$ cat src/sv/ipv6_to_ipv4_address_map_assert.svh
// Assertion macros used by the address map datapath.
// No dependencies; include by bare file name.
`ifndef IPV6_TO_IPV4_ADDRESS_MAP_ASSERT_SVH
`define IPV6_TO_IPV4_ADDRESS_MAP_ASSERT_SVH

// same-cycle implication
`define AM_ASSERT_NOW(label, clk, rst, ante, cons) \
   label: assert property (@(posedge clk) disable iff (rst) (ante) |-> (cons)) \
      else $error("address map assertion failed");

// next-cycle implication
`define AM_ASSERT_NEXT(label, clk, rst, ante, cons) \
   label: assert property (@(posedge clk) disable iff (rst) (ante) |=> (cons)) \
      else $error("address map assertion failed");

`endif

$ cat src/sv/v6v4m_pkg.sv
// Types and constants of the IPv6/IPv4 address map.
// No dependencies; used by the top level, controller and datapath.
package v6v4m_pkg;

   localparam int TABLE_DEPTH      = 256;
   localparam int ENDING_W         = $clog2(TABLE_DEPTH);
   localparam int ENDING_CAP       = TABLE_DEPTH - 1;
   localparam int MAX_MAPPINGS_DEF = 255;
   localparam int CSR_IDX_W        = 1;
   localparam int CSR_DATA_W       = 32;

   localparam logic [CSR_IDX_W-1:0] CSR_V4_PREFIX      = 1'd0;
   localparam logic [CSR_IDX_W-1:0] CSR_V4_PREFIX_MASK = 1'd1;

   localparam logic FUNC_V6_TO_V4  = 1'b0;
   localparam logic FUNC_V4_TO_V6  = 1'b1;
   localparam logic STATUS_SUCCESS = 1'b0;
   localparam logic STATUS_FAIL    = 1'b1;

   localparam logic [31:0] V4_PREFIX_RST      = 32'h6440_0000;
   localparam logic [31:0] V4_PREFIX_MASK_RST = 32'hFFFF_FF00;
   localparam logic [15:0] V4_MAPPED_TAG      = 16'hFFFF;

   typedef enum logic [2:0] {
      ST_IDLE,
      ST_CLASSIFY,
      ST_SCAN,
      ST_ALLOC,
      ST_RESP
   } state_type;

   typedef enum logic [2:0] {
      RES_ZERO,
      RES_MAPPED4,
      RES_V4MAPPED,
      RES_HIT,
      RES_ALLOC,
      RES_FAIL
   } res_sel_type;

   typedef struct packed {
      logic        load;
      logic        scan_start;
      logic        scan_step;
      logic        alloc;
      logic        load_result;
      res_sel_type sel;
   } cmd_type;

   typedef struct packed {
      logic func;
      logic zero6;
      logic mapped6;
      logic zero4;
      logic outside4;
      logic hit;
      logic scan_done;
      logic full;
   } stat_type;

   typedef struct packed {
      logic [63:0] upper;
      logic [63:0] lower;
      logic [31:0] scope;
   } entry_type;

endpackage

$ cat src/sv/v6v4m_ctrl.sv
// Controller state machine of the address map: sequences classify, scan,
// allocate and response. Depends on v6v4m_pkg.
module v6v4m_ctrl
   import v6v4m_pkg::*;
(
   input  logic     clock,
   input  logic     reset,
   input  logic     req_valid,
   output logic     req_ready,
   output logic     rsp_valid,
   input  logic     rsp_ready,
   input  stat_type stat,
   output cmd_type  cmd
);

   state_type   state_ff, state_in;
   res_sel_type sel_ff, sel_in;
   logic        rsp_valid_ff, rsp_valid_in;
   logic        out_free;

   assign out_free = !rsp_valid_ff || rsp_ready;

   always_comb begin
      state_in = state_ff;
      sel_in   = sel_ff;
      unique case (state_ff)
         ST_IDLE: begin
            if (req_valid) state_in = ST_CLASSIFY;
         end
         ST_CLASSIFY: begin
            state_in = ST_RESP;
            if (stat.func == FUNC_V6_TO_V4) begin
               if (stat.zero6)        sel_in = RES_ZERO;
               else if (stat.mapped6) sel_in = RES_MAPPED4;
               else                   state_in = ST_SCAN;
            end else begin
               if (stat.zero4)         sel_in = RES_ZERO;
               else if (stat.outside4) sel_in = RES_V4MAPPED;
               else                    state_in = ST_SCAN;
            end
         end
         ST_SCAN: begin
            if (stat.hit) begin
               state_in = ST_RESP;
               sel_in   = RES_HIT;
            end else if (stat.scan_done) begin
               if ((stat.func == FUNC_V4_TO_V6) || stat.full) begin
                  state_in = ST_RESP;
                  sel_in   = RES_FAIL;
               end else begin
                  state_in = ST_ALLOC;
               end
            end
         end
         ST_ALLOC: begin
            state_in = ST_RESP;
            sel_in   = RES_ALLOC;
         end
         ST_RESP: begin
            if (out_free) state_in = ST_IDLE;
         end
         default: state_in = ST_IDLE;
      endcase
   end

   always_comb begin
      cmd             = '0;
      cmd.sel         = sel_ff;
      req_ready       = 1'b0;
      unique case (state_ff)
         ST_IDLE: begin
            req_ready = 1'b1;
            cmd.load  = req_valid;
         end
         ST_CLASSIFY: cmd.scan_start = 1'b1;
         ST_SCAN:     cmd.scan_step  = !stat.hit;
         ST_ALLOC:    cmd.alloc      = 1'b1;
         ST_RESP:     cmd.load_result = out_free;
         default:     cmd = '0;
      endcase
   end

   always_comb begin
      rsp_valid_in = rsp_valid_ff;
      if (cmd.load_result) rsp_valid_in = 1'b1;
      else if (rsp_ready)  rsp_valid_in = 1'b0;
   end

   always_ff @(posedge clock) begin
      if (reset) begin
         state_ff     <= ST_IDLE;
         sel_ff       <= RES_ZERO;
         rsp_valid_ff <= 1'b0;
      end else begin
         state_ff     <= state_in;
         sel_ff       <= sel_in;
         rsp_valid_ff <= rsp_valid_in;
      end
   end

   assign rsp_valid = rsp_valid_ff;

endmodule

$ cat config.mk
export PLATFORM = sky130hd
export DESIGN_NAME = v6v4m_ctrl
export DESIGN_NICKNAME = d
export VERILOG_FILES = /design/src/sv/ipv6_to_ipv4_address_map_assert.svh /design/src/sv/v6v4m_pkg.sv /design/src/sv/v6v4m_ctrl.sv
export SDC_FILE = /design/constraint.sdc
export NUM_CORES = 1
export LEC_CHECK = 0
export CAP_MARGIN = 15
export CORE_AREA = 4 4 41 43
export CTS_CLUSTER_SIZE = 28
export DETAILED_ROUTE_END_ITERATION = 8
export DIE_AREA = 0 0 45 47
export DONT_BUFFER_PORTS = 1
export PLACE_DENSITY = 0.58
export SLEW_MARGIN = 20
export SYNTH_ARGS = -nofsm -noshare
export SYNTH_HDL_FRONTEND = slang
export SYNTH_SLANG_ARGS = --single-unit
$ cat constraint.sdc
create_clock -name clock -period 3.74 [get_ports clock]
set_clock_uncertainty 0.05 [all_clocks]
set_input_delay 0.187 -clock clock [delete_from_list [all_inputs] [get_ports clock]]
set_output_delay 0.187 -clock clock [all_outputs]
set_load 0.02 [all_outputs]
### After elaboration in Yosys (flattened, before gate mapping)

Index checks and enable logic that the tools add are counted.
W data, S select, Z words.

* bits of input ports: 12
* output and inout port bits: 10
* bits in registers: 7

* reduce and logical (&&, ||, !) cells: 10
* muxes and demuxes: 29
* equal/unequal tests: 10

Operator list (number)
* $mux W3: 19
* $pmux W3 S5: 1
* $pmux W3 S3: 1
* $mux W1: 8
* $ne A4 B4 Y1 const B: 2
* $eq A3 B2 Y1 const B: 2
* $ne A3 B3 Y1 const B: 2
* $reduce_and A5 Y1: 1
* $reduce_or A5 Y1: 1
* $ne A2 B2 Y1 const B: 2
* $eq A3 B1 Y1 const B: 1
* $eq A3 B3 Y1 const B: 1
* $logic_not A3 Y1: 1
* $reduce_and A3 Y1: 1
* $reduce_bool A3 Y1: 1
* $logic_not A1 Y1: 2
* $logic_or A1 B1 Y1: 2
* $reduce_bool A2 Y1: 1

### Longest topological paths before layout

* depth in word-level cells: 5
* depth in mapped cells: 5
* depth with buffers taken out: 4

### Least setup slack after synthesis

OpenSTA, ideal clock, no wires.

* path kind: register to register
* start: reg state_ff[2]
* end: reg state_ff[0]
* setup slack: 2112 ps
* arrival: 1500 ps
* cell stages (with the launch flop): 6
* library setup time: 78 ps
* path through: dfxtp_1 buf_2 nor3_1 and2_1 a21oi_1 nor3_1

* word-level cells in the longest chain between the ends: 3
* elaborated cells between the ends (all ways): 10

Ends and longest elaborated chain
* start: declaration: line v6v4m_ctrl.sv:16 `state_type state_ff, state_in;`
* start signal: assignment: line v6v4m_ctrl.sv:95 `state_ff <= state_in;`
* $eq A3 B2 Y1 (tied with other cells): line v6v4m_ctrl.sv:26 `unique case (state_ff)`
* $ne A3 B3 Y1 (no line) / $ne A2 B2 Y1 (equally long branches)
* $reduce_and A3 Y1 (no line)

Parallel ways exist; a longest one is shown, timed or not.
A chain may end at the register's enable or synchronous reset.

==> impl_metrics.py <==
metrics = {
    "timing": {
        "tightest_slew_ns": 0.725,
        "slew_headroom_pct": 51.3,
        "fmax_mhz": 545,
        "fin_ws_ns": 1.91,
        "fin_crit_sh_pct": 49.0,
        "setup_tns_ns": 0,
        "rsz0062_at_grt": "false",
        "final_hold_viol_count": 0,
        "finalSetupViolations": 0,
        "fin_crit_ns": 1.83,
        "maxSlewViolCount": 0,
    },
    "worst_setup_path": {
        "crit_chain": "nor3_1 -> and2_1",
        "critPathLaunchType": "flop",
        "crit_arrival_ns": 1.60,
        "setup.worst_path.end_class": "output port",
        "path_max_fanout": 8,
        "r2r_slack_ns": 2.06,
        "reg2reg_from": "state_ff[2]",
        "startpoint": "state_ff[2]",
        "reg2reg_to": "state_ff[0]",
        "crit_path_max_incr_delay_ns": 0.61,
        "r2r_cells": 4,
        "critical_path_class": "flop to output port",
        "endpoint": "cmd[7]",
        "cp_slowest_cell": "nor3_1",
        "crit_required_ns": 3.50,
    },
    "cells_and_area": {
        "fillCellCount": 148,
        "areaGrowthSynthToFinish_pct": 8.33,
        "nNetsFinal": 70,
        "drive_gt1_share_pct": 17.5,
        "n_antenna_cell": 0,
        "multi_input_area_sq_um": 293,
        "final_area_sq_um": 488,
        "seq_area_sq_um": 140,
        "final_util_pct": 37.5,
    },
    "route": {
        "first_pass_iters": 2,
        "vias": 394,
        "drt_iter0_drc": 4,
        "drcViolationCount": 0,
        "wl_per_cell_um": 14.2,
        "vias_per_cell": 5.47,
        "antenna_left": 0,
        "wirelength_um": 1020,
    },
    "clock_tree": {
        "cts_tree": "done",
        "clk_pin_slew_worst_paths_ns": 0.06,
        "clk_latency_ns": 0.25,
        "numCtsBuffers": 3,
        "cts.sinks": 7,
        "post_cts_buffers": 0,
        "cts-root-buf": "clkbuf_4",
        "clockBufferDepth": 2,
        "cts_max_level": 1,
    },
    "die": {
        "coreArea_sq_um": 1300,
        "start_util_pct": 34.6,
        "die_width_um": 45,
        "die-area_sq_um": 2120,
        "rows": 13,
        "io_pins": 22,
        "die_y_um": 47,
    },
    "place": {
        "io_buffers": 0,
        "gp_congestion": 0.817,
        "place_ws_ns": 2.06,
        "placed_area_sq_um": 452,
        "hpwl_um": 796,
    },
    "grt": {
        "antenna_found_initial": 0,
        "grt_start_max_net_pins": 11,
        "grt_pass1_wl_um": 1730,
        "grt_util_all_layers_pct": 12.1,
        "grt_pass1_vias": 397,
        "grt_overflow_total": 0,
    },
    "outcome": {
        "status": "complete, no violations",
    },
    "yosys": {
        "yosysWarnings": 0,
        "synth.top_cell.area_share_pct": 31.1,
        "syn_avg_cell_area_sq_um": 8.19,
        "synth_cell_type_count": 28,
        "synthesis.area_sq_um": 450,
        "syn_nets": 67,
        "ys_ff_latch": 7,
        "yosysSeqAreaShare_pct": 31.1,
        "async_flop_share_pct": 0,
        "yosysMostFrequentCell": "nor2_1",
        "synth_edf_count": 0,
        "ys.flop_type": "dfxtp_1",
        "yosysTopAreaCell": "dfxtp_1",
        "yosys-top-cells-area": "dfxtp_1 31%, and2_1 6.9%, nor2_1 6.7%, a21oi_1 4.4%, a21oi_2 3.9%",
        "netlist_top_cells_count": "8 x nor2_1, 7 x dfxtp_1, 5 x and2_1",
        "synthesis.instances": 55,
    },
    "worst_hold_path": {
        "hold_path.class": "primary input to flop",
    },
    "pwr": {
        "power_density_nw_per_um2": 394,
        "ir_drop_mv": 0.254,
        "power.leakage_nw": 0.171,
    },
    "flow_run": {
        "maxCapViolCount": 0,
    },
}
flip-flops by register name, indices dropped and copies added (netlist names):
name	count
state_ff	3
rsp_valid	1
sel_ff	3
routing by layer:
metal | vias up | GRT usage [%] | share of wire (%)
met1 | 166 | 13.2 | 43
li1 | 209 | - | -
met5 | - | 0 | 0
met4 | 0 | 12.9 | 4.0
met3 | 4 | 6.51 | 8.6
met2 | 15 | 15.8 | 44
cell usage in the layout (no fill, tap or decap), types with 2 or more instances in the layout:
cell and instances:
nor2_1 8, dfxtp_1 7, and2_1 5, a21oi_1 4, nor3_1 3, clkbuf_4 3
and2b_1 2, nand3_1 2, a21oi_2 2, a211oi_1 2
timing repair:
action,CTS,global route
gates resized for setup,0,0
hold endpoints to repair,6,0
setup endpoints to repair,0,0
hold buffers,1,0
cells by family (layout without fill, tap and decap cells):
kind of cell | Yosys count | in the layout | synth area share [%]
buffers and inverters | 3 | 5 | 3.89
DFF | 7 | 7 | 31.1
AOI/OAI and AO/OA | 16 | 16 | 27.5
and+or+nand+nor | 29 | 29 | 37.5
through the flow:
step                      hold WS, ns  power, W  std cells
after floorplan                 0.202  0.000117         55
after global placement          0.205  0.000120         67
after detailed placement        0.205  0.000121         67
after CTS                      0.0390  0.000194         72
after global routing           0.0503  0.000204         72
final                          0.0416  0.000192         72
worst min-delay path by stage:
stage          slack, ns  start           to  cells after the start
5_1_grt             0.05  reset    sel_ff[1]                      2
6_report            0.04  reset    sel_ff[1]                      2
3_5_place_dp        0.20  reset  state_ff[1]                      1
2_1_floorplan       0.20  reset  state_ff[1]                      1
3_3_place_gp        0.20  reset  state_ff[1]                      1
4_1_cts             0.04  reset    sel_ff[1]                      2
layout make-up:
| cell class | instances | area share, % |
|---|---|---|
| clock buffers | 4 | 5.38 |
| flip-flops and latches | 7 | 28.7 |
| repair buffers | 1 | 2.05 |
| multi-input cells | 45 | 60.0 |
| well taps | 15 | 3.85 |
report_power, final:
| part | switching, W | internal (W) |
|---|---|---|
| Clock | 0.0000306 | 0.0000409 |
| Combinational | 0.0000231 | 0.0000134 |
| Sequential | 0.00000479 | 0.0000792 |
worst max-delay path: cells and delay by family, from the launching register on:
family / cells / cell delay [ns]
simple gates: 2 / 0.97
flops: 1 / 0.37
No activity file was read; power rests on OpenSTA's default activity.
